$ cat src/kmds_pkg.sv
`timescale 1ns / 1ps
// ----------------------------------------------------------------------------
// kmds_pkg
// Shared constants for the key matrix debounce scanner: counter limits,
// configuration defaults and register map.
// ----------------------------------------------------------------------------
package kmds_pkg;

   localparam int CNT_W = 4;
   localparam logic [CNT_W-1:0] COUNT_MAX    = 4'd15;
   localparam logic [CNT_W-1:0] SETTLE_RESET = 4'd5;

   localparam int CSR_ADDR_W = 3;
   localparam int CSR_DATA_W = 32;

   // register index, taken from paddr[2]
   localparam logic [0:0] REG_SETTLE_COUNT = 1'b0;

endpackage

$ cat src/kmds_if.sv
`timescale 1ns / 1ps
// ----------------------------------------------------------------------------
// kmds_if
// Valid/ready channels of the scanner: row samples in, key events out.
// ----------------------------------------------------------------------------
interface kmds_req_if #(
   parameter int RW = 2,
   parameter int CW = 2
) ();
   logic          valid;
   logic          ready;
   logic [RW-1:0] row;
   logic [CW-1:0] cols_raw;

   modport source (output valid, output row, output cols_raw, input ready);
   modport sink   (input valid, input row, input cols_raw, output ready);
endinterface

interface kmds_rsp_if #(
   parameter int KW = 3
) ();
   logic          valid;
   logic          ready;
   logic [KW-1:0] key_id;
   logic          pressed;
   logic          last;

   modport source (output valid, output key_id, output pressed, output last, input ready);
   modport sink   (input valid, input key_id, input pressed, input last, output ready);
endinterface

$ cat src/key_matrix_debounce_scanner_core.sv
`timescale 1ns / 1ps
// ----------------------------------------------------------------------------
// key_matrix_debounce_scanner_core
// Debounces a scanned key matrix and reports key press and release events.
// ----------------------------------------------------------------------------
// Usage:
//   req_bus carries one row sample per word: the driven row and its active-low
//   column lines. A sample with a row index of ROWS or more is dropped.
//   rsp_bus carries key events: key_id = row*COLS + column, pressed, and last
//   on the final event of a sample. A sample gives zero to COLS events.
//   The APB port holds settle_count at byte address 0 (reset value 5).
// Timing:
//   The front end updates the row state in the cycle a sample is taken, so
//   samples are accepted one per cycle while the queue has room. The first
//   event of a sample passes the queue, the expansion registers and the
//   output register; with rsp_bus.ready high, events follow one per cycle,
//   so a burst of changes throttles req_bus once the two-word queue fills.
// Reset:
//   All rows clear to released with zero counts; queue and outputs empty.
// Stall:
//   While rsp_bus.ready is low the output holds; once the queue is full,
//   req_bus.ready drops and every sample waits for queue space.
// ----------------------------------------------------------------------------
module key_matrix_debounce_scanner_core #(
   parameter int ROWS = 3,
   parameter int COLS = 2
) (
   input  logic                              clock,
   input  logic                              reset,
   kmds_req_if.sink                          req_bus,
   kmds_rsp_if.source                        rsp_bus,
   input  logic                              csr_psel,
   input  logic                              csr_penable,
   input  logic                              csr_pwrite,
   input  logic [kmds_pkg::CSR_ADDR_W-1:0]   csr_paddr,
   input  logic [kmds_pkg::CSR_DATA_W-1:0]   csr_pwdata,
   output logic [kmds_pkg::CSR_DATA_W-1:0]   csr_prdata,
   output logic                              csr_pready
);

   localparam int RW = (ROWS > 1) ? $clog2(ROWS) : 1;
   localparam int EW = RW + 2 * COLS;
   localparam int QDEPTH = 2;

   logic [kmds_pkg::CNT_W-1:0] settle_count_ff;
   logic [kmds_pkg::CNT_W-1:0] settle_count_in;
   logic                       reg_hit;

   logic          q_push;
   logic          q_pop;
   logic          q_full;
   logic          q_empty;
   logic [EW-1:0] q_wdata;
   logic [EW-1:0] q_rdata;

   assign csr_pready = 1'b1;
   assign reg_hit    = csr_paddr[2] == kmds_pkg::REG_SETTLE_COUNT;

   always_comb begin
      settle_count_in = settle_count_ff;
      if (csr_psel && csr_penable && csr_pwrite && reg_hit) begin
         settle_count_in = csr_pwdata[kmds_pkg::CNT_W-1:0];
      end
   end

   always_ff @(posedge clock) begin
      if (reset) begin
         settle_count_ff <= kmds_pkg::SETTLE_RESET;
      end else begin
         settle_count_ff <= settle_count_in;
      end
   end

   assign csr_prdata = reg_hit ? kmds_pkg::CSR_DATA_W'(settle_count_ff) : '0;

   kmds_front #(
      .ROWS (ROWS),
      .COLS (COLS)
   ) u_front (
      .clock        (clock),
      .reset        (reset),
      .req_bus      (req_bus),
      .settle_count (settle_count_ff),
      .q_full       (q_full),
      .q_push       (q_push),
      .q_data       (q_wdata)
   );

   kmds_queue #(
      .WIDTH (EW),
      .DEPTH (QDEPTH)
   ) u_queue (
      .clock     (clock),
      .reset     (reset),
      .push      (q_push),
      .push_data (q_wdata),
      .pop       (q_pop),
      .pop_data  (q_rdata),
      .full      (q_full),
      .empty     (q_empty)
   );

   kmds_back #(
      .ROWS (ROWS),
      .COLS (COLS)
   ) u_back (
      .clock   (clock),
      .reset   (reset),
      .q_data  (q_rdata),
      .q_empty (q_empty),
      .q_pop   (q_pop),
      .rsp_bus (rsp_bus)
   );

endmodule

$ cat src/kmds_front.sv
`timescale 1ns / 1ps
// ----------------------------------------------------------------------------
// kmds_front
// Takes row samples, updates the per-row debounce state and queues a word
// with the keys of that row that changed.
// ----------------------------------------------------------------------------
module kmds_front #(
   parameter int ROWS = 3,
   parameter int COLS = 2,
   localparam int RW = (ROWS > 1) ? $clog2(ROWS) : 1,
   localparam int EW = RW + 2 * COLS
) (
   input  logic                         clock,
   input  logic                         reset,
   kmds_req_if.sink                     req_bus,
   input  logic [kmds_pkg::CNT_W-1:0]   settle_count,
   input  logic                         q_full,
   output logic                         q_push,
   output logic [EW-1:0]                q_data
);

   logic [COLS-1:0]            prev_ff [ROWS];
   logic [kmds_pkg::CNT_W-1:0] cnt_ff  [ROWS];
   logic [COLS-1:0]            deb_ff  [ROWS];
   logic [COLS-1:0]            rep_ff  [ROWS];

   logic                       accept;
   logic                       row_ok;
   logic                       same;
   logic [COLS-1:0]            sample;
   logic [kmds_pkg::CNT_W-1:0] cnt_in;
   logic [COLS-1:0]            deb_in;
   logic [COLS-1:0]            diff;

   assign req_bus.ready = !q_full;
   assign accept        = req_bus.valid && req_bus.ready;
   assign row_ok        = int'(req_bus.row) < ROWS;
   assign sample        = req_bus.cols_raw;
   assign same          = prev_ff[req_bus.row] == sample;

   always_comb begin
      cnt_in = cnt_ff[req_bus.row];
      deb_in = deb_ff[req_bus.row];
      if (same) begin
         if (cnt_in != kmds_pkg::COUNT_MAX) begin
            cnt_in = cnt_in + 1'b1;
         end
         if (cnt_in == settle_count) begin
            deb_in = ~sample;
         end
      end else begin
         cnt_in = '0;
      end
   end

   assign diff   = deb_in ^ rep_ff[req_bus.row];
   assign q_push = accept && row_ok && (diff != '0);
   assign q_data = {req_bus.row, diff, deb_in};

   always_ff @(posedge clock) begin
      if (reset) begin
         for (int r = 0; r < ROWS; r++) begin
            prev_ff[r] <= '0;
            cnt_ff[r]  <= '0;
            deb_ff[r]  <= '0;
            rep_ff[r]  <= '0;
         end
      end else if (accept && row_ok) begin
         prev_ff[req_bus.row] <= sample;
         cnt_ff[req_bus.row]  <= cnt_in;
         deb_ff[req_bus.row]  <= deb_in;
         // events are queued now, so the reported state catches up at once
         rep_ff[req_bus.row]  <= deb_in;
      end
   end

endmodule

$ cat src/kmds_queue.sv
`timescale 1ns / 1ps
// ----------------------------------------------------------------------------
// kmds_queue
// Small register FIFO between the sample front end and the event back end.
// ----------------------------------------------------------------------------
module kmds_queue #(
   parameter int WIDTH = 7,
   parameter int DEPTH = 2,
   localparam int PW = (DEPTH > 1) ? $clog2(DEPTH) : 1,
   localparam int NW = $clog2(DEPTH + 1)
) (
   input  logic             clock,
   input  logic             reset,
   input  logic             push,
   input  logic [WIDTH-1:0] push_data,
   input  logic             pop,
   output logic [WIDTH-1:0] pop_data,
   output logic             full,
   output logic             empty
);

   logic [WIDTH-1:0] mem_ff [DEPTH];
   logic [PW-1:0]    wr_ptr_ff;
   logic [PW-1:0]    rd_ptr_ff;
   logic [NW-1:0]    count_ff;

   assign full     = count_ff == NW'(DEPTH);
   assign empty    = count_ff == '0;
   assign pop_data = mem_ff[rd_ptr_ff];

   always_ff @(posedge clock) begin
      if (reset) begin
         wr_ptr_ff <= '0;
         rd_ptr_ff <= '0;
         count_ff  <= '0;
      end else begin
         if (push) begin
            wr_ptr_ff <= (wr_ptr_ff == PW'(DEPTH - 1)) ? '0 : wr_ptr_ff + 1'b1;
         end
         if (pop) begin
            rd_ptr_ff <= (rd_ptr_ff == PW'(DEPTH - 1)) ? '0 : rd_ptr_ff + 1'b1;
         end
         if (push && !pop) begin
            count_ff <= count_ff + 1'b1;
         end else if (pop && !push) begin
            count_ff <= count_ff - 1'b1;
         end
      end
   end

   always_ff @(posedge clock) begin
      if (push) begin
         mem_ff[wr_ptr_ff] <= push_data;
      end
   end

`ifndef NO_ASSERTIONS
   a_no_overflow: assert property (@(posedge clock) disable iff (reset)
      push |-> !full || pop)
      else $error("queue push while full");

   a_no_underflow: assert property (@(posedge clock) disable iff (reset)
      pop |-> !empty)
      else $error("queue pop while empty");
`endif

endmodule

$ cat src/kmds_back.sv
`timescale 1ns / 1ps
// ----------------------------------------------------------------------------
// kmds_back
// Expands each queued word into one key event per changed column, lowest
// column first, through a registered output stage.
// ----------------------------------------------------------------------------
module kmds_back #(
   parameter int ROWS = 3,
   parameter int COLS = 2,
   localparam int RW  = (ROWS > 1) ? $clog2(ROWS) : 1,
   localparam int CIW = (COLS > 1) ? $clog2(COLS) : 1,
   localparam int KW  = (ROWS * COLS > 1) ? $clog2(ROWS * COLS) : 1,
   localparam int EW  = RW + 2 * COLS
) (
   input  logic          clock,
   input  logic          reset,
   input  logic [EW-1:0] q_data,
   input  logic          q_empty,
   output logic          q_pop,
   kmds_rsp_if.source    rsp_bus
);

   logic            busy_ff;
   logic [RW-1:0]   row_ff;
   logic [COLS-1:0] mask_ff;
   logic [COLS-1:0] deb_ff;
   logic            out_valid_ff;
   logic [KW-1:0]   key_ff;
   logic            pressed_ff;
   logic            last_ff;

   logic [CIW-1:0]  col;
   logic [COLS-1:0] rest_mask;
   logic            emit_last;
   logic            out_free;
   logic            emit;
   logic [KW-1:0]   key_in;

   // lowest pending column
   always_comb begin
      col = '0;
      for (int c = COLS - 1; c >= 0; c--) begin
         if (mask_ff[c]) begin
            col = CIW'(c);
         end
      end
      rest_mask      = mask_ff;
      rest_mask[col] = 1'b0;
   end

   assign emit_last = rest_mask == '0;
   assign out_free  = !out_valid_ff || rsp_bus.ready;
   assign emit      = busy_ff && out_free;
   assign q_pop     = !q_empty && (!busy_ff || (emit && emit_last));
   assign key_in    = KW'(int'(row_ff) * COLS + int'(col));

   always_ff @(posedge clock) begin
      if (reset) begin
         busy_ff      <= 1'b0;
         out_valid_ff <= 1'b0;
      end else begin
         if (q_pop) begin
            busy_ff <= 1'b1;
         end else if (emit && emit_last) begin
            busy_ff <= 1'b0;
         end
         if (out_free) begin
            out_valid_ff <= emit;
         end
      end
   end

   always_ff @(posedge clock) begin
      if (q_pop) begin
         row_ff  <= q_data[EW-1 -: RW];
         mask_ff <= q_data[2*COLS-1:COLS];
         deb_ff  <= q_data[COLS-1:0];
      end else if (emit) begin
         mask_ff <= rest_mask;
      end
      if (emit) begin
         key_ff     <= key_in;
         pressed_ff <= deb_ff[col];
         last_ff    <= emit_last;
      end
   end

   assign rsp_bus.valid   = out_valid_ff;
   assign rsp_bus.key_id  = key_ff;
   assign rsp_bus.pressed = pressed_ff;
   assign rsp_bus.last    = last_ff;

`ifndef NO_ASSERTIONS
   a_busy_has_work: assert property (@(posedge clock) disable iff (reset)
      busy_ff |-> mask_ff != '0)
      else $error("busy with no pending column");

   a_more_after_not_last: assert property (@(posedge clock) disable iff (reset)
      out_valid_ff && !last_ff |-> busy_ff)
      else $error("event without last flag but nothing left to send");
`endif

endmodule

$ cat src/flat_wrapper.sv
// flat-port wrapper written by rule: the top's interface ports become plain ports
module key_matrix_debounce_scanner_core_flat 
#(
   parameter int ROWS = 3,
   parameter int COLS = 2
)
  (clock, reset, csr_psel, csr_penable, csr_pwrite, csr_paddr, csr_pwdata, csr_prdata, csr_pready, req_bus_valid, req_bus_row, req_bus_cols_raw, req_bus_ready, rsp_bus_valid, rsp_bus_key_id, rsp_bus_pressed, rsp_bus_last, rsp_bus_ready);
  kmds_req_if #(.RW(2), .CW(COLS)) req_bus_i ();
  kmds_rsp_if #(.KW(3)) rsp_bus_i ();
  input  logic clock;
  input  logic reset;
  input  logic csr_psel;
  input  logic csr_penable;
  input  logic csr_pwrite;
  input  logic [kmds_pkg::CSR_ADDR_W-1:0] csr_paddr;
  input  logic [kmds_pkg::CSR_DATA_W-1:0] csr_pwdata;
  output logic [kmds_pkg::CSR_DATA_W-1:0] csr_prdata;
  output logic csr_pready;
  input wire logic [$bits(req_bus_i.valid)-1:0] req_bus_valid;
  input wire logic [$bits(req_bus_i.row)-1:0] req_bus_row;
  input wire logic [$bits(req_bus_i.cols_raw)-1:0] req_bus_cols_raw;
  output wire logic [$bits(req_bus_i.ready)-1:0] req_bus_ready;
  output wire logic [$bits(rsp_bus_i.valid)-1:0] rsp_bus_valid;
  output wire logic [$bits(rsp_bus_i.key_id)-1:0] rsp_bus_key_id;
  output wire logic [$bits(rsp_bus_i.pressed)-1:0] rsp_bus_pressed;
  output wire logic [$bits(rsp_bus_i.last)-1:0] rsp_bus_last;
  input wire logic [$bits(rsp_bus_i.ready)-1:0] rsp_bus_ready;
  assign req_bus_i.valid = req_bus_valid;
  assign req_bus_i.row = req_bus_row;
  assign req_bus_i.cols_raw = req_bus_cols_raw;
  assign req_bus_ready = req_bus_i.ready;
  assign rsp_bus_valid = rsp_bus_i.valid;
  assign rsp_bus_key_id = rsp_bus_i.key_id;
  assign rsp_bus_pressed = rsp_bus_i.pressed;
  assign rsp_bus_last = rsp_bus_i.last;
  assign rsp_bus_i.ready = rsp_bus_ready;
  key_matrix_debounce_scanner_core #(.ROWS(ROWS), .COLS(COLS)) u_core (.clock(clock), .reset(reset), .req_bus(req_bus_i), .rsp_bus(rsp_bus_i), .csr_psel(csr_psel), .csr_penable(csr_penable), .csr_pwrite(csr_pwrite), .csr_paddr(csr_paddr), .csr_pwdata(csr_pwdata), .csr_prdata(csr_prdata), .csr_pready(csr_pready));
endmodule
$ cat config.mk
export PLATFORM = sky130hd
export DESIGN_NAME = key_matrix_debounce_scanner_core_flat
export DESIGN_NICKNAME = d
export VERILOG_FILES = /design/src/kmds_pkg.sv /design/src/kmds_if.sv /design/src/key_matrix_debounce_scanner_core.sv /design/src/kmds_front.sv /design/src/kmds_queue.sv /design/src/kmds_back.sv /design/src/flat_wrapper.sv
export SDC_FILE = /design/constraint.sdc
export NUM_CORES = 1
export LEC_CHECK = 0
export ABC_AREA = 1
export BUFFER_PORTS_ARGS = -buffer_cell sky130_fd_sc_hd__buf_2
export CAP_MARGIN = 20
export CORE_ASPECT_RATIO = 1.4
export CORE_MARGIN = 3
export CORE_UTILIZATION = 55
export DETAILED_ROUTE_END_ITERATION = 16
export PLACE_DENSITY = 0.82
export SLEW_MARGIN = 20
export SYNTH_ARGS = -nofsm -noshare
export SYNTH_HDL_FRONTEND = slang
export SYNTH_SLANG_ARGS = --single-unit
export TNS_END_PERCENT = 30
$ cat constraint.sdc
create_clock -name clock -period 4.64 [get_ports clock]
set_input_delay 0 -clock clock [delete_from_list [all_inputs] [get_ports clock]]
set_output_delay 0 -clock clock [all_outputs]
set_load 0.01 [all_outputs]
[Word level (Yosys, flattened, before mapping)]
Memories as Yosys holds them, arrays and structs flattened. A register that Yosys moved wholly into a read port is not among the register bits.
Index checks and enable logic that the tools add are counted.
Word-level totals
  register bits: 21
  bits in writable memories: 42
  input bits: 46
  output and inout bits: 40
  logic and storage cells: 106
  memories: 5
Memories
  u_core.u_front.cnt_ff: depth 3, bits a word 4, read ports 1, clocked after memory_dff 0, wr ports 3, RTL line kmds_front.sv:23  | logic [kmds_pkg::CNT_W-1:0] cnt_ff [ROWS];
  u_core.u_queue.mem_ff: depth 2, bits a word 6, read ports 1, clocked after memory_dff 1, wr ports 1, RTL line kmds_queue.sv:22  | logic [WIDTH-1:0] mem_ff [DEPTH];
  u_core.u_front.deb_ff: depth 3, bits a word 2, read ports 1, clocked after memory_dff 0, wr ports 3, RTL line kmds_front.sv:24  | logic [COLS-1:0] deb_ff [ROWS];
  u_core.u_front.prev_ff: depth 3, bits a word 2, read ports 1, clocked after memory_dff 0, wr ports 3, RTL line kmds_front.sv:22  | logic [COLS-1:0] prev_ff [ROWS];
  u_core.u_front.rep_ff: depth 3, bits a word 2, read ports 1, clocked after memory_dff 0, wr ports 3, RTL line kmds_front.sv:25  | logic [COLS-1:0] rep_ff [ROWS];
Operators by class
  add/sub/neg operators: 6
  order comparisons: 3
  eq/ne operators: 4
  multiplexer cells: 41
  bitwise operators: 5
  reductions and logical operators: 30
Operators by type and width (count)
  2-bit 2-to-1 mux: 13
  1-bit 2-to-1 mux: 22
  4-bit 2-to-1 mux: 5
  1-bit logical AND: 12
  2-bit nonzero test: 4
  1-bit logical NOT: 6
  2-bit OR reduction: 3
  4-bit by 1-bit adder with 4-bit output, second input constant: 1
  4-bit == test: 1
  2-bit logical NOT: 2
  4-bit != test, second input constant: 1
  2-bit inverter: 2
  4-bit OR reduction: 1
  3-bit by 1-bit adder with 3-bit output: 1
  1-bit adder, second input constant: 2
  2-bit by 1-bit adder with 2-bit output, second input constant: 1
  2-bit AND: 1
  2-bit == test: 1
  2-bit == test, second input constant: 1
  1-bit logical OR: 2
  1-bit by 2-bit < comparator with 1-bit output, second input constant: 1
  2-bit < comparator, second input constant: 1
  2-bit by 1-bit subtractor with 2-bit output, second input constant: 1
  2-bit bitwise XOR: 1
  3 further kinds: 3

[Logic depth before layout (Yosys ltp)]
Gate-level depths: netlist (run 1).
  word-level depth: 15
  mapped depth: 24
  gate-level depth less buffers: 22

[Hierarchy]
A second synthesis (run 1) with hierarchy kept.
Unflattened totals
  cells, all modules: 381
  area, all modules: 3465.8 sq um
By module, submodules not included
  kmds_front: instances 1, cells each 224, area each 1873.0 sq um
  kmds_queue: instances 1, cells each 52, area each 661.9 sq um
  kmds_back: instances 1, cells each 37, area each 476.7 sq um
  key_matrix_debounce_scanner_core: instances 1, cells each 68, area each 454.2 sq um

[Least setup slack after synthesis (run 1)]
OpenSTA, ideal clock, no wires.
  path type: register to register
  start: memory u_core.u_front.cnt_ff[3][0] (netlist bit)
  end: memory u_core.u_queue.mem_ff[0][0] (netlist bit) (enable)
  arrival: 2.168 ns
  data required time: 4.263 ns
  setup slack: 2.095 ns
  stages on the path, launching flop included: 17
  path buffers: 0
  cell sequence: edfxtp_1 nand2_1 nand2_1 nand2_1 nand3_2 ha_1 nand2_1 nor2_2 nand2_1 nand2_1 nand2_1 nand2_1 nor2_4 nand4_1 nand2_2 nor2_2 nor3_1
Between the ends
  word-level cells in the longest chain between the ends: 12
  elaborated cells between the ends (all ways): 13
  classes of those cells: add/sub (1); eq/ne (2); mux (6); bitwise (1); reduce/logical (2); memory (1)
Ends and longest elaborated chain
  from (decl): RTL line kmds_front.sv:23
  memory 3 x 4 bit (*)
  4-bit by 1-bit adder with 4-bit output or 4-bit != test (tied branches): RTL line kmds_front.sv:46, kmds_front.sv:45
  4-bit 2-to-1 mux (*): RTL line kmds_front.sv:45  | if (cnt_in != kmds_pkg::COUNT_MAX) begin
  4-bit 2-to-1 mux (*): RTL line kmds_front.sv:44  | if (same) begin
  4-bit == test (*): RTL line kmds_front.sv:48  | if (cnt_in == settle_count) begin
  2-bit 2-to-1 mux (*): RTL line kmds_front.sv:48
  2-bit 2-to-1 mux (*): RTL line kmds_front.sv:44
  2-bit bitwise XOR (*): RTL line kmds_front.sv:56  | assign diff = deb_in ^ rep_ff[req_bus.row];
  via u_core.q_wdata[3]: RTL line key_matrix_debounce_scanner_core.sv:53  | logic [EW-1:0] q_wdata;
  2-bit nonzero test (*): RTL line kmds_front.sv:57  | assign q_push = accept && row_ok && (diff != '0);
  1-bit logical AND (*): RTL line kmds_front.sv:57
  1-bit 2-to-1 mux (*): RTL line kmds_queue.sv:52  | if (push) begin
  1-bit 2-to-1 mux (not written as such) (*): RTL line kmds_queue.sv:53  | mem_ff[wr_ptr_ff] <= push_data;
  to (decl): RTL line kmds_queue.sv:22
The timed path passes the listed nets; every way through them passes the cells marked *. The select of a mux whose other input is x is not followed.

[Worst setup path after layout (run 1)]
  start: memory u_core.u_front.cnt_ff[3][0] (netlist bit)
  end: memory u_core.u_queue.mem_ff[0][2] (netlist bit) (enable)
Same word-level chain as after synthesis.

==> impl_metrics.ini, run 1 <==
[hold_path]
hold_end = u_core.u_queue.mem_ff[0][5]$_DFFE_PP_
whs_path_depth = 1
worstHoldPathType = primary input to register
holdCritStartpoint = req_bus_row[1]

[pwr]
p_leak_nw = 1.69
clock_power_share_pct = 32.0
internal_power_w = 0.00114
p_comb_share_pct = 19.2
swShare_pct = 28.7
power.switching_w = 0.000459
p_seq_share_pct = 48.8
p_per_area_nw_per_um2 = 429
ir_drop_uv = 202

[global_routing]
grt.overflow.total = 0
grt_pass1_wl_mm = 10.5
grt_pass1_vias = 2355
grt.total_usage_pct = 19.0
antenna_found_initial = 0
grt_max_degree = 21

[route]
vias_per_cell = 4.94
drt_iter0_markers = 113
dr_total_vias = 2417
drt_first_pass_iters = 4
wl_mm = 6.40
wl_per_cell_um = 13.1
drcViolationCount = 0
drt.antenna.violating_nets = 0

[worst_setup_path]
end_kind = register
setup.worst_path.start_class = register
crit_type = register to register
worstReg2RegStart = u_core.u_front.cnt_ff[3][0]$_DFFE_PP_
cp_max_fo = 7
r2r_setup_slack_ns = 1.58
r2r-end = u_core.u_queue.mem_ff[0][2]$_DFFE_PP_
required_ns = 4.61
ff2ff_path_depth = 15
critical_path_arrival_ns = 3.04

[clock_network]
tritoncts = yes
cts_max_level = 3
clock-sinks = 66
clk_path_buf_depth = 2
cts_root_buf = clkbuf_8
numCtsBuffers = 9
clk_pin_slew_ns = 0.07
clk_latency_ns = 0.35

[placement]
gp_congestion = 0.825
place_area_um2 = 3450
dp_hpwl_mm = 4.71
port_buffers = 26

[synthesis]
syn_area_um2 = 3360
synth_area_leader_cell = edfxtp_1
ys_top_cells_by_area = edfxtp_1 (49%), nand2_1 (13%), dfxtp_1 (6.5%)
yosys.area.top_type_share_pct = 49.1
yosysSeqAreaShare_pct = 55.7
yosysWarnings = 0
synth_area_per_cell_um2 = 9.14
async_flop_share_pct = 0
synth_cell_types = 29
synth_ff_type = edfxtp_1
yosysMostFrequentCell = nand2_1
synth-edff-count = 55
synthCells = 368
synth_seq_cells = 66
synth_common_cells = nand2_1 (113), edfxtp_1 (55), nor2_1 (38)

[sta]
setup_violations = 0
tightest_slew_ns = 0.846
grt_setup_unrepaired = false
final_hold_viol_count = 0
period_minus_slack_ns = 3.06
slew_viol_final = 0
clock_skew_ns = 0.00856
finalSetupTns_ns = 0
max_freq_mhz = 326
min_period_over_period_pct = 66.0
slew_headroom_pct = 43.2

[floorplanning]
start_util_pct = 57.0
fp.dieH_um = 98.5
pin_count = 86
die_area_um2 = 7100
core-area_um2 = 5900
placementRows = 33
die_x_um = 72.1

[final_layout]
area_delta_synth_final_pct = 11.0
nNetsFinal = 462
finish.instance_area_um2 = 3730
drive_above_1_share_pct = 15.3
antenna_cells = 0

[job]
cap_violations = 0

[status]
status = complete, no violations
==> state kept, by name, indices dropped and copies added (netlist names), 2 cells and up, named ones only <==
name                          flops
u_core.u_front.rep_ff             8
u_core.u_front.prev_ff            8
u_core.u_back.rsp_bus.key_id      3
u_core.u_front.cnt_ff            16
u_core.u_back.mask_ff             2
u_core.settle_count_ff            4
u_core.u_queue.mem_ff            12
u_core.u_back.row_ff              2
u_core.u_queue.count_ff           2
u_core.u_back.deb_ff              2
==> placed cells by master, fill, tap and decap left out, drive strengths merged, types with 2 or more instances in the layout <==
cell and n:
a21oi 16, buf 26, bufinv 2, clkbuf 9, clkinv 4, conb 37, dfxtp 11, dlygate4sd3 8
edfxtp 55, ha 2, inv 37, nand2 121, nand3 21, nand4 5, nor2 47, o211ai 3
o21ai 8
==> worst max-delay path by stage <==
stage	startpoint	to	slack (ns)	depth (start not counted)
floorplan	u_core.u_front.cnt_ff[3][0]$_DFFE_PP_	u_core.u_queue.mem_ff[0][0]$_DFFE_PP_	2.10	16
global placement	req_bus_row[1]	u_core.u_queue.mem_ff[0][4]$_DFFE_PP_	1.54	17
detailed placement	req_bus_row[1]	u_core.u_queue.mem_ff[0][4]$_DFFE_PP_	1.39	17
CTS	u_core.u_front.cnt_ff[3][0]$_DFFE_PP_	u_core.u_queue.mem_ff[0][2]$_DFFE_PP_	1.56	15
global route	u_core.u_front.cnt_ff[3][0]$_DFFE_PP_	u_core.u_queue.mem_ff[0][2]$_DFFE_PP_	1.29	15
finish	u_core.u_front.cnt_ff[3][0]$_DFFE_PP_	u_core.u_queue.mem_ff[0][2]$_DFFE_PP_	1.58	15
==> what timing repair did <==
| action | 4_1_cts | 5_1_grt |
|---|---|---|
| hold endpoints to repair | 8 | 0 |
| hold buffers | 8 | 0 |
| buffers inserted | 0 | 0 |
| resized for setup | 0 | 0 |
==> metrics by stage <==
step | total power [W] | util, % | hold WS [ns] | cells | setup WS (ns)
6_report | 0.00160 | 63.2 | 0.0577 | 489 | 1.58
5_1_grt | 0.00169 | 63.2 | 0.0569 | 489 | 1.29
4_1_cts | 0.00161 | 63.2 | 0.0501 | 489 | 1.56
3_5_place_dp | 0.00110 | 58.4 | 0.222 | 465 | 1.39
3_3_place_gp | 0.00108 | 58.4 | 0.211 | 465 | 1.54
2_1_floorplan | 0.00103 | - | 0.0475 | 403 | 2.10
==> power by group through the flow <==
stage	clock (W)	combinational, W	sequential [W]
3_3_place_gp	0	0.000291	0.000791
3_5_place_dp	0	0.000304	0.000797
2_1_floorplan	0	0.000234	0.000796
4_1_cts	0.000520	0.000311	0.000783
6_report	0.000512	0.000308	0.000781
5_1_grt	0.000543	0.000354	0.000791
==> cell type report <==
type | count | area, um^2
inverter | 37 | 141
fill | 492 | 2170
clock buffer | 9 | 124
sequential | 66 | 1870
multi-input combinational | 266 | 1210
clock inverter | 7 | 83.8
timing repair buffer | 34 | 210
tap | 70 | 87.6
==> critical path: stages (launching register included) <==
cell and delay [ns]:
edfxtp_1 0.33, nand2_1 0.06, nand2_1 0.09, nand2_1 0.06
nand3_2 0.11, ha_1 0.32, nand2_1 0.13, nor2_2 0.12
nand2_1 0.10, nand3_1 0.08, nand2_1 0.09, nor2_4 0.20
nand4_1 0.14, nand2_2 0.13, nor2_2 0.07, nor3_1 0.65
==> kinds of logic after synthesis <==
family | after synthesis | synth area share, %
compound gates | 29 | 4.76
fa+ha+maj | 2 | 0.744
buf+inv | 71 | 12.1
flops | 66 | 55.7
mux | 1 | 0.335
other cells | 2 | 0.223
simple gates | 197 | 26.2
==> per-layer routing <==
layer | share of wire (%) | routed length, um | GRT usage (%) | vias up
li1 | - | - | - | 1225
met2 | 56 | 3570 | 34.6 | 61
met3 | 4.9 | 314 | 4.59 | 7
met4 | 1.6 | 100 | 7.96 | 0
met1 | 38 | 2420 | 20.5 | 1124
met5 | 0 | 0 | 0 | -
(Power assumes the default switching activity.)
==> inputs of run 2 (changes only) <==
Settings changed: ABC_AREA 1 to 0, CORE_UTILIZATION 55 to 53, PLACE_DENSITY 0.82 to 0.8.
Clock period 4.64 ns to 2.94 ns, I/O delays scaled along.
==> impl_metrics.ini, run 2 <==
[sta]
tightest_slew_ns = 0.503
final_hold_viol_count = 0
min_period_over_period_pct = 101
grt_setup_unrepaired = true
slew_viol_final = 0
setup_violations = 1
slew_headroom_pct = 66.2
clock_skew_ns = 0.00866
max_freq_mhz = 337
period_minus_slack_ns = 2.97
final.setup.worst_slack_ns = -0.0271

[worst_setup_path]
setup.worst_path.start_class = register
crit_start = u_core.u_front.cnt_ff[2][0]$_SDFFCE_PN0P_
worstReg2RegStart = u_core.u_front.cnt_ff[2][0]$_SDFFCE_PN0P_
end_kind = register
crit_type = register to register
critical_path_arrival_ns = 3.25
required_ns = 3.22
cp_max_fo = 7

[floorplanning]
die_area_um2 = 7270
die_x_um = 73.0
pin_count = 86
core-area_um2 = 5990
placementRows = 33
fp.dieH_um = 99.7
start_util_pct = 55.5

[synthesis]
synth_seq_cells = 66
synth-edff-count = 55
synth_common_cells = edfxtp_1 (55), nor2_1 (32), buf_4 (29)
synthCells = 264
ys_top_cells_by_area = edfxtp_1 (50%), dfxtp_1 (6.6%), buf_4 (6.5%)
synth_cell_types = 45
synth_ff_type = edfxtp_1
yosysWarnings = 0
synth_area_per_cell_um2 = 12.6
yosysMostFrequentCell = edfxtp_1
async_flop_share_pct = 0
syn_area_um2 = 3330
yosysSeqAreaShare_pct = 56.3
synth_area_leader_cell = edfxtp_1
yosys.area.top_type_share_pct = 49.7

[global_routing]
grt_max_degree = 19
grt.overflow.total = 0
antenna_found_initial = 0
grt.total_usage_pct = 18.6
grt_pass1_wl_mm = 9.94
grt_pass1_vias = 2111

[hold_path]
holdCritStartpoint = csr_pwrite
worstHoldPathType = primary input to register

[clock_network]
clock-sinks = 66
clk_latency_ns = 0.35
cts_root_buf = clkbuf_8
cts_max_level = 3
numCtsBuffers = 9
tritoncts = yes
clk_pin_slew_ns = 0.08
clk_path_buf_depth = 2

[pwr]
ir_drop_uv = 249
p_per_area_nw_per_um2 = 633
power_w = 0.00247
p_leak_nw = 1.59

[final_layout]
nNetsFinal = 372
drive_above_1_share_pct = 27.4
area_delta_synth_final_pct = 17.1
antenna_cells = 0
finish.instance_area_um2 = 3890
reg_top3 = u_core.u_front.cnt_ff x16, u_core.u_queue.mem_ff x12
layout_commonest_cell = edfxtp_1
largest_reg_flops = 16
final_cell_mix = edfxtp_1 (55), conb_1 (37), nor2_1 (32)
top_register = u_core.u_front.cnt_ff

[status]
failed_checks = setup timing
status = finished, violations left

[route]
drcViolationCount = 0
wl_mm = 6.19
dr_total_vias = 2056
wl_per_cell_um = 15.5
vias_per_cell = 5.15
drt_iter0_markers = 109
drt.antenna.violating_nets = 0
drt_first_pass_iters = 4

[job]
cap_violations = 0

[placement]
gp_congestion = 0.820
port_buffers = 26
dp_hpwl_mm = 4.29
place_area_um2 = 3480
run 2: cell count changes in the layout (fill, tap and decap cells not counted), sizes merged, moves of 8 or more:
cell and change:
mux4 +8, inv -22, buf +15, nand2 -110
nor2 -15, nand3 -16, nand2b +8
run 2: routing by layer:
layer	track usage [%]	vias up	share of wire, %
li1	-	991	-
met1	19.6	997	38
met2	32.1	54	54
met3	6.07	14	4.8
met4	10.1	0	3.0
met5	0	-	0
run 2: layout make-up:
cell class | instances | area, um^2
clock buffers | 9 | 124
clock inverters | 7 | 53.8
fillers | 415 | 2090
inverters | 13 | 51.3
multi-input cells | 182 | 1350
flip-flops and latches | 66 | 1870
well taps | 70 | 87.6
repair buffers | 52 | 357
run 2: final timing paths:
| check | to | depth (start not counted) | slack, ns |
|---|---|---|---|
| worst max-delay path | u_core.u_queue.count_ff[1]$_SDFFE_PP0P_ | 11 | -0.03 |
| worst max register to register | u_core.u_queue.count_ff[1]$_SDFFE_PP0P_ | 11 | -0.03 |
| worst min register to register | u_core.u_back.rsp_bus.key_id[1]$_DFFE_PP_ | 0 | 0.42 |
| worst min-delay path | u_core.settle_count_ff[2]$_SDFFE_PP1P_ | 3 | 0.18 |
run 2: per-stage QoR:
step                TNS, ns  instances  setup slack, ns  hold slack [ns]  utilization, %
floorplan                 0        299           0.0125           0.0464               -
global placement          0        364           0.0168            0.238            58.1
detailed placement   -0.109        364           -0.109            0.245            58.1
CTS                 -0.0258        395          -0.0258            0.155            64.5
global route         -0.112        399           -0.112            0.179            65.0
finish              -0.0271        399          -0.0271            0.182            65.0
run 2: worst max-delay path, stage by stage (launching register included):
cell and delay, ns:
edfxtp_1 0.39, mux4_2 0.52, ha_4 0.22, and3b_1 0.20, o221ai_4 0.24, and3_4 0.23, o221a_4 0.20, nand3_4 0.08
inv_4 0.09, ha_4 0.21, or3_1 0.36, a21oi_1 0.15
run 2: kinds of logic (layout without fill, tap and decap cells):
group | count (synthesis) | after routing | share of synthesized area (%)
buffers and inverters | 51 | 81 | 9.63
AOI/OAI and AO/OA | 28 | 28 | 5.76
adders and majority gates | 2 | 2 | 0.752
muxes | 22 | 22 | 10.5
xor gates and xnor gates | 13 | 13 | 3.99
DFF | 66 | 66 | 56.3
other | 2 | 37 | 0.226
and+or+nand+nor | 80 | 80 | 12.9
run 2: timing repair:
| action | 4_1_cts | 5_1_grt |
|---|---|---|
| endpoints found under the hold margin | 9 | 0 |
| resized for setup | 12 | 0 |
| gates cloned | 0 | 0 |
| endpoints found under the setup margin | 1 | 1 |
| pin swaps | 9 | 6 |
| hold buffers | 11 | 0 |
| buffers inserted | 4 | 4 |
run 2: power breakdown:
group	switching, W	internal [W]	total, W
Combinational	0.000304	0.000232	0.000536
Clock	0.000378	0.000312	0.000690
Sequential	0.0000668	0.00117	0.00124
==> inputs of run 3 (changes only) <==
Settings changed: ABC_CLOCK_PERIOD_IN_PS from default to 2940, CORE_UTILIZATION 53 to 40, PLACE_DENSITY 0.8 to default, RECOVER_POWER from default to 50.
==> impl_metrics.ini, run 3 (same netlist as run 2, synthesis figures left out) <==
[final_layout]
finish.instance_area_um2 = 3870
layout_commonest_cell = edfxtp_1
nNetsFinal = 365
instances_no_fill = 422
drive_above_1_share_pct = 25.2
largest_reg_flops = 16
fill_cells = 711
reg_top3 = u_core.u_front.cnt_ff x16, u_core.u_queue.mem_ff x12
area_delta_synth_final_pct = 16.4
antenna_cells = 0
top_register = u_core.u_front.cnt_ff
final_cell_mix = edfxtp_1 (55), conb_1 (37), nor2_1 (32)

[sta]
slew_headroom_pct = 64.9
min_period_over_period_pct = 98.2
clock_skew_ns = 0.00598
final_hold_viol_count = 0
setup_violations = 0
tightest_slew_ns = 0.524
slew_viol_final = 0
max_freq_mhz = 347
grt_setup_unrepaired = true
period_minus_slack_ns = 2.89

[clock_network]
tritoncts = yes
clk_pin_slew_ns = 0.07
clk_latency_ns = 0.33
clk_path_buf_depth = 2
numCtsBuffers = 9
clock-sinks = 66
cts_setup_buffers = 0
cts_max_level = 3
cts_root_buf = clkbuf_8

[pwr]
p_per_area_nw_per_um2 = 669
power.switching_w = 0.000711
ir_drop_uv = 342
p_leak_nw = 1.56
p_comb_share_pct = 19.7
p_seq_share_pct = 47.7
swShare_pct = 27.5
internal_power_w = 0.00188
clock_power_share_pct = 32.6

[status]
status = complete, no violations

[job]
cap_violations = 0

[placement]
port_buffers = 26
gp_congestion = 0.750
dp_hpwl_mm = 4.36
place_area_um2 = 3550
dp_cells = 399

[floorplanning]
die_area_um2 = 9460
die_x_um = 83.1
placementRows = 38
fp.dieH_um = 114
core-area_um2 = 7940
start_util_pct = 41.9
pin_count = 86

[worst_setup_path]
cp_max_fo = 11
setup.worst_path.start_class = register
ff2ff_path_depth = 11
critical_path_arrival_ns = 3.15
end_kind = register
crit_type = register to register
required_ns = 3.21

[global_routing]
antenna_found_initial = 0
grt_pass1_wl_mm = 9.49
grt.overflow.total = 0
grt_pass1_vias = 1973
grt_max_degree = 17
grt.total_usage_pct = 13.0

[route]
drt_first_pass_iters = 4
drcViolationCount = 0
vias_per_cell = 4.76
drt.antenna.violating_nets = 0
wl_per_cell_um = 13.9
dr_total_vias = 2009
wl_mm = 5.86
drt_iter0_markers = 75

[hold_path]
worstHoldPathType = primary input to register
whs_path_depth = 2
==> run 3: cell types whose count changed in the layout (fill, tap and decap cells not counted), moves of 2 or more <==
cell / delta
buf_4: -3
o21ai_2: -2
bufinv_16: +2
dlygate4sd3_1: -4
clkbuf_1: +2
==> run 3: cell type report <==
| type | instances | area (um^2) | area share [%] |
|---|---|---|---|
| flip-flops and latches | 66 | 1870 | 48.4 |
| clock inverters | 7 | 101 | 2.62 |
| inverters | 13 | 51.3 | 1.33 |
| multi-input cells | 182 | 1310 | 33.9 |
| well taps | 100 | 125 | 3.23 |
| repair buffers | 45 | 285 | 7.37 |
| clock buffers | 9 | 124 | 3.20 |
==> run 3: layer usage <==
metal  up-vias  GRT usage, %  part of all wire (%)
li1        984             -                     -
met1       968          13.8                    39
met2        49          23.5                    55
met3         8          4.41                   4.5
met4         0          5.13                   1.6
met5         -             0                     0
==> run 3: metrics by stage <==
stage	setup TNS (ns)	utilization, %	setup WS, ns	hold WS [ns]	power [W]
after floorplan	0	-	0.0125	0.0464	0.00163
after global placement	0	44.8	0.00269	0.240	0.00173
after detailed placement	-0.00684	44.8	-0.00684	0.242	0.00175
after CTS	0	48.8	0.0445	0.0197	0.00262
after global routing	-0.0765	48.7	-0.0765	0.0256	0.00275
final	0	48.7	0.0543	0.0288	0.00259
==> run 3: critical path, stage by stage (launching register included) <==
cell and delay (ns):
edfxtp_1 0.37, mux4_2 0.54, ha_4 0.22, and3b_1 0.18, o221ai_2 0.24, and3_4 0.24, o221a_4 0.21, nand3_4 0.09
inv_4 0.08, ha_4 0.20, or3_1 0.34, a21oi_1 0.13
==> run 3: power groups by stage <==
| stage | registers (W) | logic (W) | clock network [W] |
|---|---|---|---|
| 2_1_floorplan | 0.00124 | 0.000391 | 0 |
| 3_3_place_gp | 0.00125 | 0.000484 | 0 |
| 3_5_place_dp | 0.00126 | 0.000494 | 0 |
| 4_1_cts | 0.00124 | 0.000519 | 0.000866 |
| 5_1_grt | 0.00125 | 0.000574 | 0.000921 |
| 6_report | 0.00123 | 0.000511 | 0.000844 |
==> run 3: repair_timing <==
action | 4_1_cts | 5_1_grt
endpoints found under the setup margin | 1 | 1
gates resized for setup | 2 | 1
pin swaps | 0 | 1
hold endpoints to repair | 7 | 0
hold buffers | 7 | 0
==> run 3: final timing paths <==
kind                                    startpoint                                        end  slack, ns
max          u_core.u_front.cnt_ff[3][1]$_DFFE_PP_    u_core.u_queue.count_ff[1]$_SDFFE_PP0P_       0.05
min                                          reset    u_core.u_queue.count_ff[0]$_SDFFE_PP0P_       0.03
max reg2reg  u_core.u_front.cnt_ff[3][1]$_DFFE_PP_    u_core.u_queue.count_ff[1]$_SDFFE_PP0P_       0.05
min reg2reg      u_core.u_back.row_ff[1]$_DFFE_PP_  u_core.u_back.rsp_bus.key_id[2]$_DFFE_PP_       0.44
